[config.mk]
export PLATFORM = sky130hd
export DESIGN_NAME = object_file_section_parser_top
export DESIGN_NICKNAME = d
export VERILOG_FILES = /design/src/hdl/osp_pkg.sv /design/src/hdl/osp_front.sv /design/src/hdl/osp_queue.sv /design/src/hdl/osp_back.sv /design/src/hdl/object_file_section_parser_top.sv
export VERILOG_INCLUDE_DIRS = /design/src /design/src/hdl
export SDC_FILE = /design/constraint.sdc
export NUM_CORES = 1
export LEC_CHECK = 0
export ABC_AREA = 1
export BUFFER_PORTS_ARGS = -buffer_cell sky130_fd_sc_hd__buf_2
export CORE_MARGIN = 1.5
export CORE_UTILIZATION = 62
export CTS_BUF_LIST = sky130_fd_sc_hd__clkbuf_16
export DETAILED_ROUTE_END_ITERATION = 7
export PLACE_DENSITY = 0.79
export SLEW_MARGIN = 20
export SYNTH_ARGS = -nofsm -noshare
export SYNTH_HDL_FRONTEND = slang
export SYNTH_SLANG_ARGS = --single-unit
[constraint.sdc]
create_clock -name clk -period 4.4 [get_ports clk]
set_clock_uncertainty 0.1 [all_clocks]
set_input_delay 0.22 -clock clk [delete_from_list [all_inputs] [get_ports clk]]
set_output_delay 0.22 -clock clk [all_outputs]
set_load 0.03 [all_outputs]
[src/hdl/object_file_section_parser_top_defines.svh]
// ----------------------------------------------------------------------------
// object file section parser assertion macros
// shared assertion shorthands for the parser top level
// ----------------------------------------------------------------------------
`ifndef OBJECT_FILE_SECTION_PARSER_TOP_DEFINES_SVH
`define OBJECT_FILE_SECTION_PARSER_TOP_DEFINES_SVH

// same-cycle implication, checked outside reset
`define OSP_ASSERT_NOW(lbl, ante, cons) \
  lbl: assert property (@(posedge clk) disable iff (!rst_n) (ante) |-> (cons)) \
    else $error("osp assertion failed");

// next-cycle implication, checked outside reset
`define OSP_ASSERT_NEXT(lbl, ante, cons) \
  lbl: assert property (@(posedge clk) disable iff (!rst_n) (ante) |=> (cons)) \
    else $error("osp assertion failed");

`endif

[src/hdl/osp_pkg.sv]
// ----------------------------------------------------------------------------
// osp_pkg
// shared types and constants of the object file section parser
// ----------------------------------------------------------------------------
package osp_pkg;

  localparam logic [15:0] HDR_DATA   = 16'hDADA;
  localparam logic [15:0] HDR_CODE   = 16'hCADE;
  localparam logic [15:0] HDR_SYMBOL = 16'hC3B7;

  // parse phases
  localparam logic [2:0] PH_HEADER  = 3'd0;
  localparam logic [2:0] PH_ADDRESS = 3'd1;
  localparam logic [2:0] PH_COUNT   = 3'd2;
  localparam logic [2:0] PH_WORDS   = 3'd3;
  localparam logic [2:0] PH_LABEL   = 3'd4;
  localparam logic [2:0] PH_SKIP    = 3'd5;

  // section kinds
  localparam logic [1:0] SEC_MEM   = 2'd0;
  localparam logic [1:0] SEC_SYM   = 2'd1;
  localparam logic [1:0] SEC_OTHER = 2'd2;

  // record kinds on the result channel
  localparam logic [1:0] REC_MEM   = 2'd0;
  localparam logic [1:0] REC_LABEL = 2'd1;
  localparam logic [1:0] REC_END   = 2'd2;

  localparam int unsigned QDEPTH = 4;
  localparam int unsigned QPTR_W = $clog2(QDEPTH);
  localparam int unsigned QCNT_W = $clog2(QDEPTH + 1);

  // one queue entry: what one input byte causes
  typedef struct packed {
    logic        rec_vld;
    logic [1:0]  rec_kind;
    logic [15:0] rec_addr;
    logic [15:0] rec_val;
    logic        end_vld;
    logic        end_status;
  } osp_entry_t;

endpackage

[src/hdl/osp_front.sv]
// ----------------------------------------------------------------------------
// osp_front
// byte parser: pairs bytes into words, tracks sections, builds queue entries
// ----------------------------------------------------------------------------
module osp_front import osp_pkg::*; (
  input  logic       clk,
  input  logic       rst_n,
  input  logic       in_valid,
  output logic       in_stall,
  input  logic [7:0] in_byte,
  input  logic       in_end_of_stream,
  input  logic       q_full,
  output logic       q_push,
  output osp_entry_t q_entry
);

  logic [2:0]  phase_r, phase_nxt;
  logic        hbp_r, hbp_nxt;
  logic [7:0]  held_r, held_nxt;
  logic [1:0]  kind_r, kind_nxt;
  logic [15:0] addr_r, addr_nxt;
  logic [15:0] rem_r, rem_nxt;
  logic [15:0] idx_r, idx_nxt;
  logic        accept;
  logic [15:0] word;
  osp_entry_t  ent;

  assign in_stall = q_full;
  assign accept   = in_valid & ~q_full;
  assign word     = {held_r, in_byte};

  always_comb begin
    phase_nxt = phase_r;
    hbp_nxt   = hbp_r;
    held_nxt  = held_r;
    kind_nxt  = kind_r;
    addr_nxt  = addr_r;
    rem_nxt   = rem_r;
    idx_nxt   = idx_r;
    ent       = '0;

    unique case (phase_r) inside
      PH_HEADER, PH_ADDRESS, PH_COUNT, PH_WORDS: begin
        if (!hbp_r) begin
          held_nxt = in_byte;
          hbp_nxt  = 1'b1;
        end else begin
          hbp_nxt = 1'b0;
          case (phase_r)
            PH_HEADER: begin
              if (word == HDR_CODE || word == HDR_DATA) kind_nxt = SEC_MEM;
              else if (word == HDR_SYMBOL)              kind_nxt = SEC_SYM;
              else                                      kind_nxt = SEC_OTHER;
              phase_nxt = PH_ADDRESS;
            end
            PH_ADDRESS: begin
              addr_nxt  = word;
              phase_nxt = PH_COUNT;
            end
            PH_COUNT: begin
              rem_nxt = word;
              idx_nxt = '0;
              if (word == 16'd0)         phase_nxt = PH_HEADER;
              else if (kind_r == SEC_MEM) phase_nxt = PH_WORDS;
              else if (kind_r == SEC_SYM) phase_nxt = PH_LABEL;
              else                        phase_nxt = PH_SKIP;
            end
            default: begin
              ent.rec_vld  = 1'b1;
              ent.rec_kind = REC_MEM;
              ent.rec_addr = addr_r + idx_r;
              ent.rec_val  = word;
              idx_nxt      = idx_r + 16'd1;
              rem_nxt      = rem_r - 16'd1;
              if (rem_r == 16'd1) phase_nxt = PH_HEADER;
            end
          endcase
        end
      end
      PH_LABEL: begin
        ent.rec_vld  = 1'b1;
        ent.rec_kind = REC_LABEL;
        ent.rec_addr = addr_r;
        ent.rec_val  = {8'd0, in_byte};
        rem_nxt      = rem_r - 16'd1;
        if (rem_r == 16'd1) phase_nxt = PH_HEADER;
      end
      PH_SKIP: begin
        rem_nxt = rem_r - 16'd1;
        if (rem_r == 16'd1) phase_nxt = PH_HEADER;
      end
      default: begin
        phase_nxt = PH_HEADER;
        hbp_nxt   = 1'b0;
      end
    endcase

    if (in_end_of_stream) begin
      ent.end_vld    = 1'b1;
      ent.end_status = (phase_nxt == PH_WORDS) || (phase_nxt == PH_LABEL);
      // final byte starts the next file from scratch
      phase_nxt = PH_HEADER;
      hbp_nxt   = 1'b0;
      held_nxt  = '0;
      kind_nxt  = '0;
      addr_nxt  = '0;
      rem_nxt   = '0;
      idx_nxt   = '0;
    end
  end

  assign q_push  = accept & (ent.rec_vld | ent.end_vld);
  assign q_entry = ent;

  always_ff @(posedge clk) begin
    if (!rst_n) begin
      phase_r <= PH_HEADER;
      hbp_r   <= 1'b0;
    end else if (accept) begin
      phase_r <= phase_nxt;
      hbp_r   <= hbp_nxt;
    end
  end

  always_ff @(posedge clk) begin
    if (accept) begin
      held_r <= held_nxt;
      kind_r <= kind_nxt;
      addr_r <= addr_nxt;
      rem_r  <= rem_nxt;
      idx_r  <= idx_nxt;
    end
  end

endmodule

[src/hdl/osp_queue.sv]
// ----------------------------------------------------------------------------
// osp_queue
// short fifo of parsed entries between front and back
// ----------------------------------------------------------------------------
module osp_queue import osp_pkg::*; (
  input  logic              clk,
  input  logic              rst_n,
  input  logic              push,
  input  osp_entry_t        din,
  input  logic              pop,
  output osp_entry_t        dout,
  output logic              full,
  output logic              empty,
  output logic [QCNT_W-1:0] count
);

  osp_entry_t        mem_r [QDEPTH];
  logic [QPTR_W-1:0] wp_r, rp_r;
  logic [QCNT_W-1:0] cnt_r;
  logic              do_push, do_pop;

  assign full    = (cnt_r == QCNT_W'(QDEPTH));
  assign empty   = (cnt_r == '0);
  assign count   = cnt_r;
  assign dout    = mem_r[rp_r];
  assign do_push = push & ~full;
  assign do_pop  = pop & ~empty;

  always_ff @(posedge clk) begin
    if (do_push) mem_r[wp_r] <= din;
  end

  always_ff @(posedge clk) begin
    if (!rst_n) begin
      wp_r  <= '0;
      rp_r  <= '0;
      cnt_r <= '0;
    end else begin
      if (do_push) wp_r <= wp_r + QPTR_W'(1);
      if (do_pop)  rp_r <= rp_r + QPTR_W'(1);
      if (do_push && !do_pop)      cnt_r <= cnt_r + QCNT_W'(1);
      else if (do_pop && !do_push) cnt_r <= cnt_r - QCNT_W'(1);
    end
  end

endmodule

[src/hdl/osp_back.sv]
// ----------------------------------------------------------------------------
// osp_back
// result emitter: unpacks queue entries into one or two output words
// ----------------------------------------------------------------------------
module osp_back import osp_pkg::*; (
  input  logic        clk,
  input  logic        rst_n,
  input  osp_entry_t  q_head,
  input  logic        q_empty,
  output logic        q_pop,
  output logic        out_valid,
  input  logic        out_stall,
  output logic [1:0]  out_record_kind,
  output logic [15:0] out_target_address,
  output logic [15:0] out_payload_value,
  output logic        out_end_status,
  output logic        out_last_of_run
);

  logic        vld_r, vld_nxt;
  logic        sub_r, sub_nxt;
  logic [1:0]  kind_r, kind_nxt;
  logic [15:0] addr_r, addr_nxt;
  logic [15:0] val_r, val_nxt;
  logic        stat_r, stat_nxt;
  logic        last_r, last_nxt;
  logic        load;

  // output register free or being taken this cycle
  assign load = ~vld_r | ~out_stall;

  always_comb begin
    vld_nxt  = vld_r;
    sub_nxt  = sub_r;
    kind_nxt = kind_r;
    addr_nxt = addr_r;
    val_nxt  = val_r;
    stat_nxt = stat_r;
    last_nxt = last_r;
    q_pop    = 1'b0;
    if (load) begin
      if (q_empty) begin
        vld_nxt = 1'b0;
      end else if (q_head.rec_vld && !sub_r) begin
        vld_nxt  = 1'b1;
        kind_nxt = q_head.rec_kind;
        addr_nxt = q_head.rec_addr;
        val_nxt  = q_head.rec_val;
        stat_nxt = 1'b0;
        last_nxt = ~q_head.end_vld;
        // end status follows in a second word
        if (q_head.end_vld) sub_nxt = 1'b1;
        else                q_pop   = 1'b1;
      end else begin
        vld_nxt  = 1'b1;
        kind_nxt = REC_END;
        addr_nxt = '0;
        val_nxt  = '0;
        stat_nxt = q_head.end_status;
        last_nxt = 1'b1;
        sub_nxt  = 1'b0;
        q_pop    = 1'b1;
      end
    end
  end

  always_ff @(posedge clk) begin
    if (!rst_n) begin
      vld_r <= 1'b0;
      sub_r <= 1'b0;
    end else begin
      vld_r <= vld_nxt;
      sub_r <= sub_nxt;
    end
  end

  always_ff @(posedge clk) begin
    kind_r <= kind_nxt;
    addr_r <= addr_nxt;
    val_r  <= val_nxt;
    stat_r <= stat_nxt;
    last_r <= last_nxt;
  end

  assign out_valid          = vld_r;
  assign out_record_kind    = kind_r;
  assign out_target_address = addr_r;
  assign out_payload_value  = val_r;
  assign out_end_status     = stat_r;
  assign out_last_of_run    = last_r;

endmodule

[src/hdl/object_file_section_parser_top.sv]
// ----------------------------------------------------------------------------
// object_file_section_parser_top
// object file byte stream parser emitting memory, label and end words
// ----------------------------------------------------------------------------
//  channel | direction | handshake          | payload
//  in_     | input     | in_valid/in_stall   | in_byte, in_end_of_stream
//  out_    | output    | out_valid/out_stall | record kind, address, value,
//          |           |                     | end status, last of run
//
// one byte taken per cycle while the four-entry queue has room
// a byte yielding a record plus end status takes two output words
// with an empty queue a byte's first result passes through the queue, then the output register
// synchronous active-low reset clears the parse phase, queue and output
// output stalls back up through the queue to in_stall
`include "object_file_section_parser_top_defines.svh"

module object_file_section_parser_top import osp_pkg::*; (
  input  logic        clk,
  input  logic        rst_n,
  input  logic        in_valid,
  output logic        in_stall,
  input  logic [7:0]  in_byte,
  input  logic        in_end_of_stream,
  output logic        out_valid,
  input  logic        out_stall,
  output logic [1:0]  out_record_kind,
  output logic [15:0] out_target_address,
  output logic [15:0] out_payload_value,
  output logic        out_end_status,
  output logic        out_last_of_run
);

  osp_entry_t        push_entry, head_entry;
  logic              q_push, q_pop, q_full, q_empty;
  logic [QCNT_W-1:0] q_count;

  osp_front u_front (
    .clk              (clk),
    .rst_n            (rst_n),
    .in_valid         (in_valid),
    .in_stall         (in_stall),
    .in_byte          (in_byte),
    .in_end_of_stream (in_end_of_stream),
    .q_full           (q_full),
    .q_push           (q_push),
    .q_entry          (push_entry)
  );

  osp_queue u_queue (
    .clk   (clk),
    .rst_n (rst_n),
    .push  (q_push),
    .din   (push_entry),
    .pop   (q_pop),
    .dout  (head_entry),
    .full  (q_full),
    .empty (q_empty),
    .count (q_count)
  );

  osp_back u_back (
    .clk                (clk),
    .rst_n              (rst_n),
    .q_head             (head_entry),
    .q_empty            (q_empty),
    .q_pop              (q_pop),
    .out_valid          (out_valid),
    .out_stall          (out_stall),
    .out_record_kind    (out_record_kind),
    .out_target_address (out_target_address),
    .out_payload_value  (out_payload_value),
    .out_end_status     (out_end_status),
    .out_last_of_run    (out_last_of_run)
  );

  `OSP_ASSERT_NOW(a_end_is_last, out_valid && out_record_kind == REC_END, out_last_of_run)
  `OSP_ASSERT_NOW(a_status_only_on_end, out_valid && out_record_kind != REC_END, !out_end_status)
  `OSP_ASSERT_NOW(a_stall_iff_full, 1'b1, in_stall == (q_count == QCNT_W'(QDEPTH)))
  `OSP_ASSERT_NEXT(a_push_fills_queue, q_push && !q_pop, q_count != '0)

endmodule
==> metrics <==
post-DR wirelength/cell=17.3 um; hold_ws=0.0543 ns; min-delay worst type=input port to flip-flop; H-Tree Depth=1; CTS tree=done; Max Cap Violations=0; Critical Path Start Type=flip-flop; crit path from=u_front.phase_r[2]; share of power burned in registers=45.1%; Iter 0 DRT Violations=974; Die Y=139 um; Worst Hold Launch=in_byte[3]; Worst IR Drop VDD=roughly 0.35 mV; Post-synth EDFFs=238; min Tclk post-route=2.96 ns; Pwr per Cell Area=559 mW/mm2; register bit total from synthesis=253; slew margin rel.=50.5%; reg2reg start=u_front.phase_r[2]; clk buf depth=3; largest net degree at the start of global routing=73; sequential element share of the synthesized area=64.9%; crit path max fanout=20; final setup vio count=0; syn avg cell area=10.5 um2; most frequent cells in the layout=nor2_1, edfxtp_1, nand2_1, o21ai_0, inv_1; Max Slew Vio Count=0; net switching power figure=around 2.5 mW; WS Path Type=flip-flop to flip-flop; Yosys cell types=44; outcome=finished with violations; initial antenna violation count=1; Mapped Cells=1095; Core Area=0.0181 mm2; final WL=24300 um; register area=between 0.007 and 0.008 mm2; CTS Root Cell=clkbuf_16; failing checks=design-rule violations; fraction of layout cells with a size suffix above 1=around 12%; Max Freq=about 0.34 GHz; fin nets=1189; num rows=49; switch share=34.6%; first-pass GRT wire length=~38000 um; most common cell after layout, fill and taps aside=nor2_1; CTS Sinks=253; Synth Cell Area=0.0115 mm2; compound-gate portion of the synthesized area=10.2%; Int Power=4.66 mW; P&R area growth vs syn=11.0%; Ys Warns=0; TritonCTS buffer count=26; unrepaired setup endpoints after global routing=no; DP Wirelength=between 15000 and 20000 um; DRC viols=12; setup TNS=0 ns; clock share of power=27.1%; Port-buffer cells=50; Die ar.=0.0193 mm2; Leakage=approximately 5 nW; register-to-register setup slack=1.44 ns; post-synthesis xor/xnor area fraction=less than 1%; post-route ant nets=0; Hold Vio Cnt, Final=0; Final GP Congestion=0.935; Crit path arrival time=roughly 3.3 ns; Async S/R FF share, synth=0%; Starting Density=63.5%; ys flop type=edfxtp_1; routed vias=8058; synthesized-area fraction occupied by adder cells=2.85%; Worst Path Required=4.72 ns; CP endpoint kind=flip-flop; GRT Residual Overflow=0; Resize count post-CTS=0; Worst-Skew Late Latency=about 0.54 ns; DR vias/cell=5.76; FILL cells=1237; Synth Area in Simple Gates=16.6%; multiplexer share of the synthesized area=0%; vias in the first global route=7393; io pins=51; clk slew on worst S/H paths=roughly 0.060 ns; GRT Util Overall=25.0%; syn nets=approximately 1100; drt first pass iters=8; area of the multi-input gates=0.00356 mm2; largest family of logic cells by synthesized area=simple AND/OR/NAND/NOR gates; width of the die=139 um; Comb power frac=~28%; final period utilization=67.2%; Worst Tran Pin Value=0.743 ns
registers in the layout, indices dropped and copies added (netlist names), 2 cells and up, named ones only:
register,cells
u_front.idx_r,16
u_queue.rp_r,2
u_front.phase_r,3
u_queue.wp_r,2
u_front.held_r,8
u_back.out_payload_value,16
u_front.rem_r,16
u_queue.mem_r,144
u_front.addr_r,16
u_back.out_target_address,16
u_front.kind_r,2
u_back.out_record_kind,2
u_queue.count,3
worst max-delay path, stage by stage, from the launching register on:
cell and delay [ns]:
dfxtp_1 0.52, nor2_2 0.11, nand2_1 0.09, buf_4 0.24, nand2_1 0.22, o21ai_2 0.54, inv_1 0.11, ha_1 0.20
inv_1 0.10, fa_1 0.42, o21ai_0 0.15, nor2_1 0.05
power groups by stage:
stage | sequential (mW) | clock, mW | combinational [mW]
finish | 3.21 | 1.93 | 1.98
floorplan | 3.58 | 0 | 1.14
detailed placement | 3.26 | 0 | 1.96
CTS | 3.21 | 1.96 | 1.97
global route | 3.24 | 2.05 | 2.18
global placement | 3.25 | 0 | 1.92
stage by stage:
step / cell area, um2 / power (mW) / utilization, % / cells / worst slack (ns)
after global placement: 12000 / 5.17 / 66.2 / 1350 / 1.61
after global routing: 12700 / 7.47 / 70.4 / 1399 / 1.21
after floorplan: 11500 / 4.73 / - / 1095 / 0.588
after detailed placement: 12000 / 5.22 / 66.2 / 1350 / 1.50
final: 12700 / 7.12 / 70.5 / 1400 / 1.44
after CTS: 12700 / 7.15 / 70.4 / 1399 / 1.48
kinds of logic after synthesis:
logic type                 count (synthesis)
buffers and inverters                    126
DFF                                      253
AOI/OAI and AO/OA                        221
and+or+nand+nor                          457
adders and majority gates                 25
xor gates and xnor gates                  13
per-layer routing:
layer  share of wire (%)  global-route usage, %
met1                  42                   35.3
met2                  47                   39.7
met3                 7.6                   4.21
met4                 3.2                   8.45
met5                   0                      0
cell type report:
type	instances	area share, %
multi-input combinational	716	27.9
timing repair buffer	63	2.77
tap	229	2.25
inverter	91	2.70
clock inverter	21	0.776
sequential	253	58.5
clock buffer	26	5.11
antenna	1	0.0196
final timing paths:
kind,endpoint,depth (start not counted)
worst max register to register,u_queue.count[1],11
worst min-delay path,u_front.kind_r[0],4
worst min register to register,u_front.hbp_r,2
worst max-delay path,u_queue.count[1],11
cell usage after synthesis, types with 11 or more instances:
| cell | number | area (um2) |
|---|---|---|
| edfxtp_1 | 238 | 7150 |
| nand3_1 | 33 | 165 |
| nand2_1 | 127 | 477 |
| o21ai_0 | 102 | 510 |
| inv_2 | 12 | 45.0 |
| nand4_1 | 11 | 68.8 |
| a21oi_1 | 85 | 425 |
| nor2_1 | 248 | 931 |
| clkbuf_1 | 18 | 67.6 |
| inv_1 | 78 | 293 |
| dfxtp_1 | 15 | 300 |
| ha_1 | 23 | 288 |
repair_timing:
item / in CTS / in global routing
hold endpoints to repair: 9 / 0
hold buffers: 2 / 0
setup buffers: 0 / 0
Note: power is estimated with default switching activity, not from simulation.
